## config.mk

```make
export PLATFORM = sky130hd
export DESIGN_NAME = ncr_sequencer
export DESIGN_NICKNAME = d
export VERILOG_FILES = /design/src/ncr_pkg.sv /design/src/ncr_sequencer.sv
export SDC_FILE = /design/constraint.sdc
export NUM_CORES = 1
export LEC_CHECK = 0
export ABC_AREA = 1
export BUFFER_PORTS_ARGS = -buffer_cell sky130_fd_sc_hd__buf_2
export CAP_MARGIN = 20
export CORE_MARGIN = 1
export CORE_UTILIZATION = 25
export CTS_CLUSTER_DIAMETER = 60
export CTS_CLUSTER_SIZE = 16
export DETAILED_ROUTE_END_ITERATION = 10
export PLACE_DENSITY = 0.5
export REMOVE_ABC_BUFFERS = 1
export SYNTH_ARGS = -nofsm -noshare
export SYNTH_HDL_FRONTEND = slang
export SYNTH_SLANG_ARGS = --single-unit
```

## constraint.sdc

```tcl
create_clock -name clock -period 2 [get_ports clock]
set_input_delay 0.4 -clock clock [delete_from_list [all_inputs] [get_ports clock]]
set_output_delay 0.4 -clock clock [all_outputs]
set_load 0.01 [all_outputs]
```

## src/ncr_pkg.sv

```systemverilog
package ncr_pkg;

   localparam int CLUSTER_SLOTS = 16;
   localparam int MAX_DIM       = 64;
   localparam int ELEMENT_BITS  = 16;

   localparam int CLUSTER_BITS  = 4;
   localparam int ELEM_IDX_BITS = 6;
   localparam int DIM_CFG_BITS  = 7;
   localparam int USED_BITS     = 5;
   localparam int TOP_BITS      = 5;
   localparam int DIST_BITS     = 38;
   localparam int SQ_BITS       = 2 * ELEMENT_BITS;
   localparam int CSR_IDX_BITS  = 1;
   localparam int CSR_DATA_BITS = 7;

   localparam logic [DIST_BITS-1:0] DIST_MAX = '1;

   // sequencer wait counts: first read covers the accumulate pipeline plus one chain pass
   localparam int SWEEP_FIRST = CLUSTER_SLOTS + 3;
   localparam int SWEEP_NEXT  = CLUSTER_SLOTS + 1;
   localparam int WAIT_BITS   = $clog2(SWEEP_FIRST + 1);

   localparam logic OP_WRITE = 1'b0;
   localparam logic OP_QUERY = 1'b1;

   localparam logic [CSR_IDX_BITS-1:0] REG_DIMENSION     = 1'b0;
   localparam logic [CSR_IDX_BITS-1:0] REG_CLUSTER_COUNT = 1'b1;

   typedef enum logic [1:0] {
      ST_CLEAR,
      ST_IDLE,
      ST_SWEEP
   } seq_state_type;

   typedef struct packed {
      logic                           wr_en;
      logic                           wr_all;
      logic [CLUSTER_BITS-1:0]        wr_cluster;
      logic [ELEM_IDX_BITS-1:0]       wr_addr;
      logic signed [ELEMENT_BITS-1:0] wr_data;
      logic                           rd_en;
      logic [ELEM_IDX_BITS-1:0]       rd_addr;
      logic signed [ELEMENT_BITS-1:0] q_value;
      logic                           clear_acc;
      logic                           take_en;
      logic [CLUSTER_BITS-1:0]        take_cluster;
      logic [USED_BITS-1:0]           used;
   } cell_ctrl_type;

   typedef struct packed {
      logic                    valid;
      logic [CLUSTER_BITS-1:0] cluster;
      logic [DIST_BITS-1:0]    distance;
   } cand_type;

endpackage

```

## src/ncr_sequencer.sv

```systemverilog
module ncr_sequencer
   import ncr_pkg::*;
(
   input  logic                           clock,
   input  logic                           reset,
   input  logic [DIM_CFG_BITS-1:0]        dim,
   input  logic [USED_BITS-1:0]           used,
   input  logic                           req_valid,
   output logic                           req_ready,
   input  logic                           req_operation,
   input  logic [CLUSTER_BITS-1:0]        req_cluster_index,
   input  logic [ELEM_IDX_BITS-1:0]       req_element_index,
   input  logic signed [ELEMENT_BITS-1:0] req_element_value,
   input  logic [TOP_BITS-1:0]            req_top_count,
   input  logic                           req_last_element,
   input  cand_type                       tail,
   output cell_ctrl_type                  ctrl,
   output logic                           rsp_valid,
   input  logic                           rsp_ready,
   output logic [CLUSTER_BITS-1:0]        rsp_ranked_cluster,
   output logic [DIST_BITS-1:0]           rsp_squared_distance,
   output logic                           rsp_last_result
);

   seq_state_type            state_ff, state_in;
   logic [ELEM_IDX_BITS-1:0] clr_addr_ff, clr_addr_in;
   logic [WAIT_BITS-1:0]     wait_ff, wait_in;
   logic [TOP_BITS-1:0]      rank_ff, rank_in;
   logic [TOP_BITS-1:0]      count_ff, count_in;
   logic                     rsp_valid_ff, rsp_valid_in;
   logic [CLUSTER_BITS-1:0]  rsp_cluster_ff;
   logic [DIST_BITS-1:0]     rsp_dist_ff;
   logic                     rsp_last_ff;

   logic                     accept;
   logic                     load;
   logic                     slot_free;
   logic [TOP_BITS-1:0]      req_count;

   assign accept    = req_valid && req_ready;
   assign slot_free = !rsp_valid_ff || rsp_ready;
   assign req_count = (req_top_count < used) ? req_top_count : used;

   always_comb begin
      state_in    = state_ff;
      clr_addr_in = clr_addr_ff;
      wait_in     = wait_ff;
      rank_in     = rank_ff;
      count_in    = count_ff;
      load        = 1'b0;
      req_ready   = 1'b0;

      ctrl              = '0;
      ctrl.used         = used;
      ctrl.wr_cluster   = req_cluster_index;
      ctrl.wr_addr      = req_element_index;
      ctrl.wr_data      = req_element_value;
      ctrl.rd_addr      = req_element_index;
      ctrl.q_value      = req_element_value;
      ctrl.take_cluster = tail.cluster;

      case (state_ff)
         ST_CLEAR: begin
            ctrl.wr_all  = 1'b1;
            ctrl.wr_addr = clr_addr_ff;
            ctrl.wr_data = '0;
            clr_addr_in  = clr_addr_ff + 1'b1;
            if (clr_addr_ff == ELEM_IDX_BITS'(MAX_DIM - 1)) begin
               state_in = ST_IDLE;
            end
         end
         ST_IDLE: begin
            req_ready  = 1'b1;
            ctrl.wr_en = accept && (req_operation == OP_WRITE);
            ctrl.rd_en = accept && (req_operation == OP_QUERY)
                         && ({1'b0, req_element_index} < dim);
            if (accept && (req_operation == OP_QUERY) && req_last_element) begin
               state_in = ST_SWEEP;
               wait_in  = WAIT_BITS'(SWEEP_FIRST);
               rank_in  = '0;
               count_in = req_count;
            end
         end
         ST_SWEEP: begin
            if (wait_ff != '0) begin
               wait_in = wait_ff - 1'b1;
            end else if (rank_ff == count_ff) begin
               ctrl.clear_acc = 1'b1;
               state_in       = ST_IDLE;
            end else if (slot_free) begin
               load         = 1'b1;
               ctrl.take_en = 1'b1;
               rank_in      = rank_ff + 1'b1;
               wait_in      = WAIT_BITS'(SWEEP_NEXT);
               if (rank_in == count_ff) begin
                  ctrl.clear_acc = 1'b1;
                  state_in       = ST_IDLE;
               end
            end
         end
         default: begin
            state_in = ST_CLEAR;
         end
      endcase
   end

   always_comb begin
      rsp_valid_in = rsp_valid_ff;
      if (load) begin
         rsp_valid_in = 1'b1;
      end else if (rsp_ready) begin
         rsp_valid_in = 1'b0;
      end
   end

   always_ff @(posedge clock) begin
      if (reset) begin
         state_ff     <= ST_CLEAR;
         clr_addr_ff  <= '0;
         wait_ff      <= '0;
         rank_ff      <= '0;
         count_ff     <= '0;
         rsp_valid_ff <= 1'b0;
      end else begin
         state_ff     <= state_in;
         clr_addr_ff  <= clr_addr_in;
         wait_ff      <= wait_in;
         rank_ff      <= rank_in;
         count_ff     <= count_in;
         rsp_valid_ff <= rsp_valid_in;
      end
   end

   always_ff @(posedge clock) begin
      if (load) begin
         rsp_cluster_ff <= tail.cluster;
         rsp_dist_ff    <= tail.distance;
         rsp_last_ff    <= (rank_in == count_ff);
      end
   end

   assign rsp_valid            = rsp_valid_ff;
   assign rsp_ranked_cluster   = rsp_cluster_ff;
   assign rsp_squared_distance = rsp_dist_ff;
   assign rsp_last_result      = rsp_last_ff;

endmodule

```

After elaboration in Yosys (flattened, before gate mapping)

Index checks and enable logic that the tools add are counted.
W data, S select, Z words.

Magnitude comparators: 2
Reduce and logical (&&, ||, !) cells: 14
Multipliers: 0
Shift operators: 0
Multiplexer cells: 35
$add $sub $neg: 3
Equality and inequality tests: 13
Bitwise gates (word level): 1
Divide/modulo/power cells: 0

Operator list:

| operator              | number |
|---|---|
| $mux W5               | 9 |
| $mux W22              | 1 |
| $pmux W5 S2           | 2 |
| $mux W2               | 9 |
| $eq A5 B5 Y1          | 3 |
| $mux W1               | 13 |
| $ne A3 B3 Y1 const B  | 4 |
| $lt A6 B7 Y1          | 1 |
| $add A6 B1 Y6 const B | 1 |
| $eq A6 B6 Y1 const B  | 1 |
| $ne A2 B2 Y1 const B  | 3 |
| $pmux W2 S3           | 1 |
| $add A5 B1 Y5 const B | 1 |
| $logic_and A1 B1 Y1   | 5 |
| $lt A5 B5 Y1          | 1 |
| $reduce_and A5 Y1     | 1 |
| $reduce_bool A5 Y1    | 1 |
| $sub A5 B1 Y5 const B | 1 |
| $reduce_and A4 Y1     | 1 |
| $reduce_bool A2 Y1    | 2 |
| $eq A2 B1 Y1 const B  | 1 |
| $eq A2 B2 Y1 const B  | 1 |
| $logic_not A2 Y1      | 1 |
| $reduce_and A2 Y1     | 1 |
| other kinds (3)       | 3 |

RAM bits: 0
Memories: 0
Word-level logic and storage cells: 77
Output and inout port bits: 107
Latch bits: 0
Bits of input ports: 92
Bits in read-only memories: 0
Flip-flop bits (word level): 67

Depth between registers and ports, before layout

Word-level depth: 8
Gate-level depth with buffers: 16
Mapped depth without buffers: 16

Worst setup path after synthesis

OpenSTA, ideal clock, no wires.

Path kind: register to register
From: register wait_ff[0]
To: register rsp_last_ff, in the netlist rsp_last_result (data pin)
Library setup time: 0.252 ns
Setup slack: -0.202 ns
Required time: 1.748 ns
Clock period less this slack: 2.202 ns
Arrival: 1.950 ns
Stages on the path, launching flop included: 16
Buffers on the path: 0
Cell sequence: dfxtp_1 -> inv_1 -> ha_1 -> nand2_2 -> nor2_4 -> inv_2 -> nor2_2 -> inv_2 -> nor2_8 -> nand3_2 -> nand2_1 -> nand2_1 -> nand2_1 -> nor2_2 -> nand2_1 -> nor2_1

Word-level cells in the longest chain between the ends: 4

Ends and longest elaborated chain:

| what                   | RTL line             | source |
|---|---|---|
| start, declared        | ncr_sequencer.sv:27  | `logic [WAIT_BITS-1:0] wait_ff, wait_in;` |
| start signal, assigned | ncr_sequencer.sv:127 | `wait_ff <= wait_in;` |
| $reduce_bool A5 Y1     | ncr_sequencer.sv:85  | `if (wait_ff != '0) begin` |
| $mux W5                | ncr_sequencer.sv:85  |  |
| $pmux W5 S2            | ncr_sequencer.sv:62  | `case (state_ff)` |
| $eq A5 B5 Y1           | ncr_sequencer.sv:138 | `rsp_last_ff <= (rank_in == count_ff);` |
| end signal, assigned   | ncr_sequencer.sv:138 |  |
| end, declared          | ncr_sequencer.sv:33  | `logic rsp_last_ff;` |

Every way passes these cells.
A chain may end at the register's enable or synchronous reset.

==> results_dict.tcl <==
set metrics [dict create \
    synthSimpleGateAreaFrac_pct 18.09 \
    post_synth_instance_area_um2 3611 \
    rsz0062_at_grt "yes" \
    p_sw_uw 711.5 \
    synth_edf_count 43 \
    fin_crit_sh_pct 108.2 \
    sw_frac_of_total_pct 21.73 \
    drc 0 \
    min-delay-start "tail[25]" \
    ant_nets 0 \
    core-area_um2 13990 \
    outcome "complete, but fails checks" \
    combPwrFrac_pct 7.6 \
    clkLatencyLatePin_ps 330 \
    critPathKind "flip-flop to output pin" \
    power_density_nw_per_um2 636.2 \
    crit_path_end_kind "output pin" \
    row_count 43 \
    yosysSeqAreaShare_pct 49.06 \
    yosys_register_bits 67 \
    slew_viol_final 0 \
    first_global_vias 2915 \
    nFillCells 1412 \
    synth_cells 401 \
    clockPowerShare_pct 47.2 \
    grt_pass1_wl_um 13770 \
    synthArstFlopShare_pct 0 \
    fin_cells 767 \
    drtIter0Drc 124 \
    cp_cell_sequence "ha_4, buf_4, xor2_2, xor2_1, inv_1, nand4_1, a21oi_2, buf_2" \
    crit_path_max_fanout 2 \
    hpwl_um 7109 \
    grt_max_degree 27 \
    min_to "rsp_squared_distance[25]" \
    grt.overflow.total 0 \
    die_width_um 122.2 \
    rrSetupSlack_ps 70 \
    cts.sinks 67 \
    clkSlewWorstSetupHoldPaths_ps 50 \
    start_util_pct 25.81 \
    diodes 0 \
    cp.arrival_ps 1760 \
    vias_per_cell 4.167 \
    gp_congestion 0.7825 \
    wl_per_cell_um 11.70 \
    fin_ws_ps -164.9 \
    power_frac_seq_pct 45.2 \
    cts_tree "done" \
    yosysWarnings 0 \
    required_ps 1600 \
    timing.fmax_mhz 461.9 \
    hold_class "primary input to flip-flop" \
    synth_top_area_share_pct 35.76 \
    final_cell_mix "186 x buf_2, 63 x nand2_1, 57 x inv_1" \
    die_h_um 122.2 \
    place_inst 747 \
    peakVddDrop_uv 364.3 \
    synth_compound_area_share_pct 8.593 \
    cts.path.max_buffers 2 \
    drive_above_1_share_pct 47.19 \
    ys_types 37 \
    internal_power_uw 2563 \
    fin_crit_ps 2165 \
    r2r_cells 17 \
    die_area_um2 14930 \
    vias 3196 \
    hold_depth 1 \
    routed_wl_um 8972 \
    hold_viol 0 \
    synth_fa_ha_area_share_pct 6.237 \
    place_ws_ps -150.7 \
    timing.rr.end "rsp_last_result" \
    synth_top_family_by_area "simple AND/OR/NAND/NOR gates" \
    timing.max_cap.violations 0 \
    io_buffers 189 \
    grt_use_total_pct 12.02 \
    area_delta_synth_final_pct 42.52 \
    synthMuxAreaShare_pct 0 \
    r2r_start "rank_ff[0]" \
    violations "negative setup slack" \
    final_common_cell "buf_2" \
    setup_violations 3 \
    dr.pass1.iters 4 \
    io_pins 199 \
    startpoint_type "flip-flop" \
    hold_buffers 0 \
    clockRootBuffer "clkbuf_16" \
    synth.area.top_cells "edfxtp_1 36%, dfxtp_1 13%, buf_4 7.5%" \
    avgSynthCellArea_um2 9.005 \
    fin_skew_ps 7.000 \
    antenna_found_initial 0 \
    synth_top_cell_by_area "edfxtp_1" \
    worstMarginPinSlew_ps 386.0 \
    slowest_stage "dfxtp_2" \
    synth_xor_area_share_pct 2.391 \
    postSynth.topFlopCell "edfxtp_1" \
    h-tree-depth 3 \
    crit_path_max_incr_delay_ps 340 \
    numCtsBuffers 9 \
    slew_headroom_pct 74.26 \
    fin_nets 692 \
    leakage_uw 0.002552 \
]
==> power by group through the flow <==
stage	sequential (uW)	clock [uW]	combinational, uW
floorplan	1510	0	67.5
global placement	1510	0	234
detailed placement	1510	0	240
CTS	1480	1600	249
global route	1480	1650	283
finish	1480	1540	250
==> cell usage after synthesis (2+ instances only) <==
| library cell | instances |
|---|---|
| a31oi_1 | 3 |
| nor2_2 | 5 |
| o211ai_1 | 10 |
| nand2_4 | 2 |
| nor3_1 | 5 |
| dfxtp_1 | 24 |
| nand2_2 | 3 |
| nand3_2 | 2 |
| a21oi_1 | 19 |
| o21ai_1 | 3 |
| nand3b_1 | 2 |
| inv_1 | 63 |
| o21ai_0 | 11 |
| xor2_1 | 8 |
| inv_2 | 6 |
| nand3_1 | 15 |
| nor2_1 | 35 |
| nand4_1 | 2 |
| edfxtp_1 | 43 |
| buf_4 | 36 |
| clkbuf_1 | 6 |
| ha_1 | 18 |
| nand2_1 | 65 |
| clkinv_1 | 2 |
==> worst max path at each step <==
stage,cells after the start,endpoint,from
finish,8,ctrl[10],rank_ff[0]
global route,8,ctrl[10],rank_ff[0]
CTS,7,ctrl[10],rank_ff[0]
detailed placement,11,ctrl[33],dim[2]
global placement,11,ctrl[33],dim[2]
floorplan,15,rsp_last_result,wait_ff[0]
==> stage by stage <==
step           power [uW]  cell area (um^2)  utilization (%)  TNS (ps)  hold slack (ps)
2_1_floorplan        1575              3313                -    -335.9            437.8
3_3_place_gp         1742              4647            33.22    -109.6            454.5
3_5_place_dp         1748              4647            33.22    -155.2            467.0
4_1_cts              3328              5077            36.30    -398.0            233.0
5_1_grt              3413              5146            36.79    -638.6            233.6
6_report             3274              5146            36.79    -248.4            247.1
==> worst max-delay path: cells and delay by family, from the launching register on <==
family | cells | cell delay [ps]
flops | 1 | 340
simple gates | 1 | 140
compound gates | 1 | 180
xor+xnor | 2 | 290
fa+ha+maj | 1 | 170
buf+inv | 3 | 330
==> cell families after synthesis <==
family	count (synthesis)
compound gates	52
xor+xnor	9
fa+ha+maj	18
buf+inv	114
flops	67
simple gates	141
==> sequential cells by signal, indices dropped and copies added (netlist names) <==
signal / count
rsp_squared_distance: 38
clr_addr_ff: 6
count_ff: 5
rank_ff: 5
wait_ff: 5
rsp_ranked_cluster: 4
state_ff: 2
rsp_last_result: 1
rsp_valid: 1
==> what timing repair did <==
| item | 4_1_cts | 5_1_grt |
|---|---|---|
| buffers inserted | 4 | 0 |
| hold endpoints to repair | 0 | 0 |
| pin swaps | 15 | 7 |
| resized for setup | 27 | 18 |
| setup endpoints to repair | 7 | 43 |
==> area by class of cell <==
| class | count | area [um^2] | area share, % |
|---|---|---|---|
| clock buffers | 10 | 229.0 | 4.449 |
| flip-flops and latches | 67 | 1778 | 34.55 |
| repair buffers | 213 | 1192 | 23.17 |
| multi-input cells | 220 | 1386 | 26.94 |
| well taps | 180 | 225.2 | 4.376 |
| clock inverters | 6 | 66.31 | 1.289 |
| inverters | 71 | 269.0 | 5.227 |
==> routing by layer <==
layer / vias up / GRT usage, % / wire [um]
li1: 1638 / - / -
met1: 1369 / 14.17 / 3898
met2: 178 / 20.62 / 4093
met3: 11 / 2.903 / 843
met4: 0 / 5.259 / 136
met5: - / 0 / 0
Note: power is estimated with default switching activity, not from simulation.
